==> config.mk <==
export PLATFORM = sky130hd
export DESIGN_NAME = xpbe_out_fifo
export DESIGN_NICKNAME = d
export VERILOG_FILES = /design/src/xpbe_pkg.sv /design/src/xpbe_out_fifo.sv
export SDC_FILE = /design/constraint.sdc
export NUM_CORES = 1
export LEC_CHECK = 0
export BUFFER_PORTS_ARGS = -buffer_cell sky130_fd_sc_hd__buf_2
export CORE_ASPECT_RATIO = 2
export CORE_MARGIN = 8
export CORE_UTILIZATION = 25
export DETAILED_ROUTE_END_ITERATION = 10
export GPL_ROUTABILITY_DRIVEN = 1
export SLEW_MARGIN = 20
export SYNTH_ARGS = -nofsm -noshare
export SYNTH_HDL_FRONTEND = slang
export SYNTH_SLANG_ARGS = --single-unit
==> constraint.sdc <==
create_clock -name aclk -period 5.04 [get_ports aclk]
set_clock_uncertainty 0.05 [all_clocks]
set_input_delay 0.252 -clock aclk [delete_from_list [all_inputs] [get_ports aclk]]
set_output_delay 0.252 -clock aclk [all_outputs]
set_load 0.005 [all_outputs]
==> src/xpbe_pkg.sv <==
// Shared constants and types for the XOR parity block encoder.
package xpbe_pkg;

    localparam int PACKET_BYTES = 1024;
    localparam int WORDS        = PACKET_BYTES / 8;
    localparam int POS_W        = (WORDS > 1) ? $clog2(WORDS) : 1;

    // Result queue: room for the item in the update stage plus one new beat
    localparam int OUT_DEPTH = 4;
    localparam int OUT_PTR_W = $clog2(OUT_DEPTH);
    localparam int OUT_CNT_W = $clog2(OUT_DEPTH + 1);

    localparam logic [15:0] BLOCK_SIZE_RESET = 16'd4;

    typedef logic [POS_W-1:0] pos_t;

    localparam pos_t LAST_POS = pos_t'(WORDS - 1);

    typedef struct packed {
        logic [63:0] repair_word;
        logic        header_valid;
        logic [15:0] repair_block;
        logic [15:0] length_parity;
        logic [15:0] repair_length;
        logic [15:0] source_count;
    } result_t;

endpackage

==> src/xpbe_out_fifo.sv <==
// Small result queue between the parity update stage and the m_ channel.
module xpbe_out_fifo (
    input  logic                            aclk,
    input  logic                            aresetn,
    input  logic                            push,
    input  xpbe_pkg::result_t               push_data,
    input  logic                            pop_ready,
    output logic                            out_valid,
    output xpbe_pkg::result_t               out_data,
    output logic [xpbe_pkg::OUT_CNT_W-1:0]  count
);

    xpbe_pkg::result_t                 entry_reg [xpbe_pkg::OUT_DEPTH];
    logic [xpbe_pkg::OUT_PTR_W-1:0]    wr_ptr_reg, wr_ptr_next;
    logic [xpbe_pkg::OUT_PTR_W-1:0]    rd_ptr_reg, rd_ptr_next;
    logic [xpbe_pkg::OUT_CNT_W-1:0]    count_reg, count_next;
    logic                              pop;

    assign out_valid = (count_reg != '0);
    assign out_data  = entry_reg[rd_ptr_reg];
    assign count     = count_reg;
    assign pop       = out_valid && pop_ready;

    always_comb begin
        wr_ptr_next = push ? wr_ptr_reg + 1'b1 : wr_ptr_reg;
        rd_ptr_next = pop  ? rd_ptr_reg + 1'b1 : rd_ptr_reg;
        count_next  = count_reg;
        if (push && !pop) begin
            count_next = count_reg + 1'b1;
        end else if (pop && !push) begin
            count_next = count_reg - 1'b1;
        end
    end

    always_ff @(posedge aclk) begin
        if (!aresetn) begin
            wr_ptr_reg <= '0;
            rd_ptr_reg <= '0;
            count_reg  <= '0;
        end else begin
            wr_ptr_reg <= wr_ptr_next;
            rd_ptr_reg <= rd_ptr_next;
            count_reg  <= count_next;
        end
    end

    always_ff @(posedge aclk) begin
        if (push) begin
            entry_reg[wr_ptr_reg] <= push_data;
        end
    end

endmodule

==> flow_summary.ini, run 1 <==
[critical_path]
crit_buf_inv = 2
critical_path.top_delay_family = flip-flops
crit_fanout = 50
critical_path_class = reg2out
critical-path-max-stage-delay_ns = 0.82
slowest_stage = dfxtp_4
worstPathArrival_ns = 2.69
startpoint_type = flop
cp.required_ns = 4.74
crit_path_cell_trace = buf_12 > mux4_2 > buf_2
end_kind = output port

[cells_and_area]
fin_nets = 1279
post-route-util_pct = 32.3
drive_gt1_share_pct = 40.9
largest_reg_flops = 516
final_cells = 2195
area_growth_pct = 28.1

[flow_run]
maxCapViolations = 0

[yosys]
ys_seq_area_share_pct = 82.2
avgSynthCellArea_um2 = 26.7
synth_edf_count = 516
ys_async_sr_fraction_pct = 0
ys_warn_count = 0
synth_nets = 854
synth_cells = 715
synth-seq-cells = 525
synth.distinct_cells = 20
netlist_area_um2 = 19100
ys.flop_type = edfxtp_1

[placement]
place_congestion = 0.675
dpl.hpwl_mm = 26.1
dp_cells = 1975
post-place-ws_ns = 2.51
io_buffers = 265

[route]
wl_per_cell_um = 18.9
routed_wl_mm = 41.5
ant_nets = 0
vias = 8914
vias_per_cell = 4.06
drc = 0
drt_iter0_drc = 440
dr.pass1.iters = 4

[floorplan]
pin_count = 266
die_w_um = 211
initial_core_util_pct = 25.2
dieArea_um2 = 85900
core_um2 = 75700
rows = 143
die_h_um = 407

[sta]
rsz0062_at_grt = no
worst_pin_slew_ns = 0.989
period_minus_slack_ns = 2.99
slew_violations = 0
hold_violations = 0
final-setup-viol-count = 0
tns_ns = 0
setup_ws_ns = 2.05
fin_crit_sh_pct = 59.3
slew_headroom_pct = 34.1
fmax_ghz = 0.335

[global_route]
grt_usage_pct = 9.61
grt_pass1_wl_mm = 62.7
grt_pass1_vias = 10400
grt_max_degree = 85
grt_overflow = 0
grt_antenna_before_repair = 8

[cts]
clk_pin_slew_ns = 0.06
clock_latency_ns = 0.58
htree_levels = 2
cts_setup_buffers = 0
clk_path_buf_depth = 3
clock-sinks = 525
cts_tree = done
cts_root_buf = clkbuf_16
cts_buffers = 47
cts.repair.resized = 0

[power]
ir_drop_mv = 0.307
power_leakage_nw = 8.00
p_per_area_nw_per_um2 = 444

[run_status]
outcome = complete, no violations

[worst_hold_path]
hold_path.class = in2reg
-- through the flow --
stage	instance area [um^2]	hold WS, ns	total power, W
global route	24400	0.119	0.0114
finish	24400	0.124	0.0108
global placement	21600	0.410	0.00743
CTS	24400	0.0639	0.0111
detailed placement	21600	0.419	0.00746
floorplan	19100	0.301	0.00660
-- worst min-delay path: stages --
cell and delay, ns:
buf_2 0.11, o31ai_1 0.10, xnor2_1 0.09, and2_1 0.15
-- worst paths after layout --
kind | slack (ns) | endpoint | start | cells past startpoint
worst max-delay path | 2.05 | out_data[30] | flop | 3
worst min-delay path | 0.12 | flop | pop_ready | 4
worst max register to register | 2.68 | entry_reg[0][78]$_DFFE_PP_ | wr_ptr_reg[0]$_SDFFE_PN0P_ | 4
worst min register to register | 0.53 | wr_ptr_reg[1]$_SDFFE_PN0P_ | wr_ptr_reg[1]$_SDFFE_PN0P_ | 2
-- synth_stat cells (3+ instances only) --
library cell | instances | area share, %
mux4_2 | 129 | 15
and2_1 | 9 | 0.30
dfxtp_1 | 9 | 0.94
inv_1 | 3 | 0.059
clkbuf_1 | 3 | 0.059
edfxtp_1 | 516 | 81
ha_1 | 5 | 0.33
xnor2_1 | 3 | 0.14
buf_2 | 10 | 0.26
buf_6 | 13 | 0.77
-- layer usage --
layer  track usage [%]  share of wire (%)
met1              10.2                 38
met2              17.3                 52
met3              2.88                6.8
met4              4.23                3.6
met5                 0               0.13
-- layout make-up --
class	count	area, um^2
timing repair buffer	404	2790
tap	1015	1270
sequential	525	15700
clock inverter	29	279
multi-input combinational	159	3170
antenna	3	7.51
clock buffer	57	1210
fill	7204	51300
inverter	3	11.3
-- report_power, final --
part           internal, W  switching, W
clock network      0.00194       0.00157
registers          0.00503      0.000164
logic              0.00117      0.000967
total              0.00814       0.00270
-- cells in the final DEF (no fill, tap or decap), drive strengths merged --
cell and instances:
clkinv 14, ha 5, o31ai 1, mux2i 2, diode 3, dfxtp 9
fa 1, o21ai 1, xnor2 3, o311ai 1, clkbuf 57, bufinv 4
a21boi 1, buf 273, xor2 2, dlygate4sd3 131, nor2b 2, inv 8
and2 9, mux4 129, or3 2, edfxtp 516, clkinvlp 6
-- timing repair --
item / CTS / global route
endpoints found under the setup margin: 0 / 0
hold buffers: 131 / 0
endpoints found under the hold margin: 525 / 0
-- logic make-up after synthesis --
| group | count (synthesis) | share of synthesized area [%] |
|---|---|---|
| AND/OR/NAND/NOR | 13 | 0.426 |
| adder cells (fa/ha/maj) | 6 | 0.433 |
| flip-flops | 525 | 82.2 |
| buffers and inverters | 31 | 1.23 |
| multiplexers | 131 | 15.3 |
| AO/OA/AOI/OAI | 4 | 0.151 |
| XOR/XNOR | 5 | 0.230 |
No activity file was read; power rests on OpenSTA's default activity.
==> run 2, diff against run 1 <==
Clock period 5.04 ns to 2.75 ns, I/O delays scaled along.
==> run 2 against run 1 <==
Non-clock buffer count increased by 12. Worst hold slack gained 0.14 ns. Sequential power grew 80%. Highest routed layer unchanged.
==> flow_summary.ini, run 2 (synthesis results as in run 1) <==
[placement]
place_congestion = 0.682
postPlaceCellArea_um2 = 21800
dp_cells = 1985
io_buffers = 265
dpl.hpwl_mm = 27.9

[run_status]
outcome = complete, no violations

[floorplan]
rows = 143
core_um2 = 75700
initial_core_util_pct = 25.2
dieArea_um2 = 85900
die_w_um = 211
die_h_um = 407
pin_count = 266

[cells_and_area]
fin_nets = 1290
largest_reg_flops = 516
post-route-util_pct = 32.6
multi_input_area_um2 = 3170
nFillCells = 7174
design_area_um2 = 24700
area_growth_pct = 29.3
final_cells = 2206
drive_gt1_share_pct = 40.8
final_cell_mix = edfxtp_1, buf_2, dlygate4sd3_1
regArea_um2 = 15700
layout_commonest_cell = edfxtp_1

[sta]
fmax_ghz = 0.421
fin_crit_sh_pct = 86.4
tns_ns = 0
final-setup-viol-count = 0
slew_violations = 0
worst_pin_slew_ns = 0.516
hold_violations = 0
slew_headroom_pct = 65.2
period_minus_slack_ns = 2.38
whs_ns = 0.264
rsz0062_at_grt = no

[critical_path]
end_kind = output port
ff2ff_path_depth = 7
slowest_stage = mux4_2
critical-path-max-stage-delay_ns = 0.61
crit_path_cell_trace = buf_12 > mux4_2 > buf_2
crit_fanout = 53
worstPathArrival_ns = 2.19
critical_path_class = reg2out
startpoint_type = flop
cp.required_ns = 2.56

[global_route]
grt_max_degree = 56
grt_pass1_wl_mm = 63.4
grt_antenna_before_repair = 9
grt_pass1_vias = 10300
grt_usage_pct = 9.87
grt_overflow = 0

[route]
wl_per_cell_um = 19.4
dr.pass1.iters = 6
drc = 0
drt_iter0_drc = 349
routed_wl_mm = 42.8
vias = 9046
vias_per_cell = 4.10
ant_nets = 0

[flow_run]
maxCapViolations = 0

[worst_hold_path]
min_path_cells = 2
hold_path.class = in2reg

[cts]
clk_pin_slew_ns = 0.06
cts.repair.resized = 0
htree_levels = 2
clk_path_buf_depth = 3
clock-sinks = 525
cts_buffers = 46
clock_latency_ns = 0.57
cts_tree = done
cts_root_buf = clkbuf_16

[power]
p_per_area_nw_per_um2 = 811
power_leakage_nw = 8.11
ir_drop_mv = 0.498
run 2: cell count changes in the layout (fill, tap and decap cells not counted), sizes merged:
cell         change
buf             +10
dlygate4sd3      +2
clkinv           +1
clkinvlp         -5
diode            +3
inv              -1
clkbuf           +1
run 2: critical path: cells and delay by family, from the launching register on:
| kind | cells | cell delay [ns] |
|---|---|---|
| DFF | 1 | 0.39 |
| buffers and inverters | 2 | 0.52 |
| muxes | 1 | 0.61 |
run 2: repair_timing:
item | in CTS | in global routing
setup buffers | 0 | 0
endpoints found under the hold margin | 525 | 0
hold buffers | 133 | 0
run 2: area by class of cell:
cell class	instances	share of cell area (%)
sequential	525	63.6
multi-input combinational	159	12.9
timing repair buffer	416	12.2
tap	1015	5.15
clock buffer	58	5.11
clock inverter	24	0.949
antenna	6	0.0609
inverter	3	0.0457
run 2: worst paths after layout:
check	startpoint	end	slack, ns
max	flop	out_data[39]	0.37
min	push_data[1]	entry_reg[2][1]$_DFFE_PP_	0.26
max reg2reg	count[0]$_SDFFE_PN0P_	count[2]$_SDFFE_PN0P_	0.48
min reg2reg	count[2]$_SDFFE_PN0P_	count[2]$_SDFFE_PN0P_	0.50
run 2: report_power, final:
part           leakage (nW)  internal [W]  switching [W]
Clock                 0.731       0.00363        0.00278
Combinational          2.56       0.00223        0.00199
Sequential             4.81       0.00922       0.000153
Total                  8.11        0.0151        0.00492
run 2: layer usage:
metal	GRT usage (%)	share of wire, %	vias to the layer above
met3	2.88	6.6	79
met5	0	0.096	-
met4	4.54	3.9	6
li1	-	-	3985
met2	18.5	54	245
met1	9.90	35	4731
run 2: per-stage QoR:
step                      setup WS (ns)  total power (W)
after floorplan                   0.132           0.0121
after global placement            0.541           0.0137
after detailed placement          0.509           0.0138
after CTS                         0.282           0.0205
after global routing              0.225           0.0209
final                             0.374           0.0200
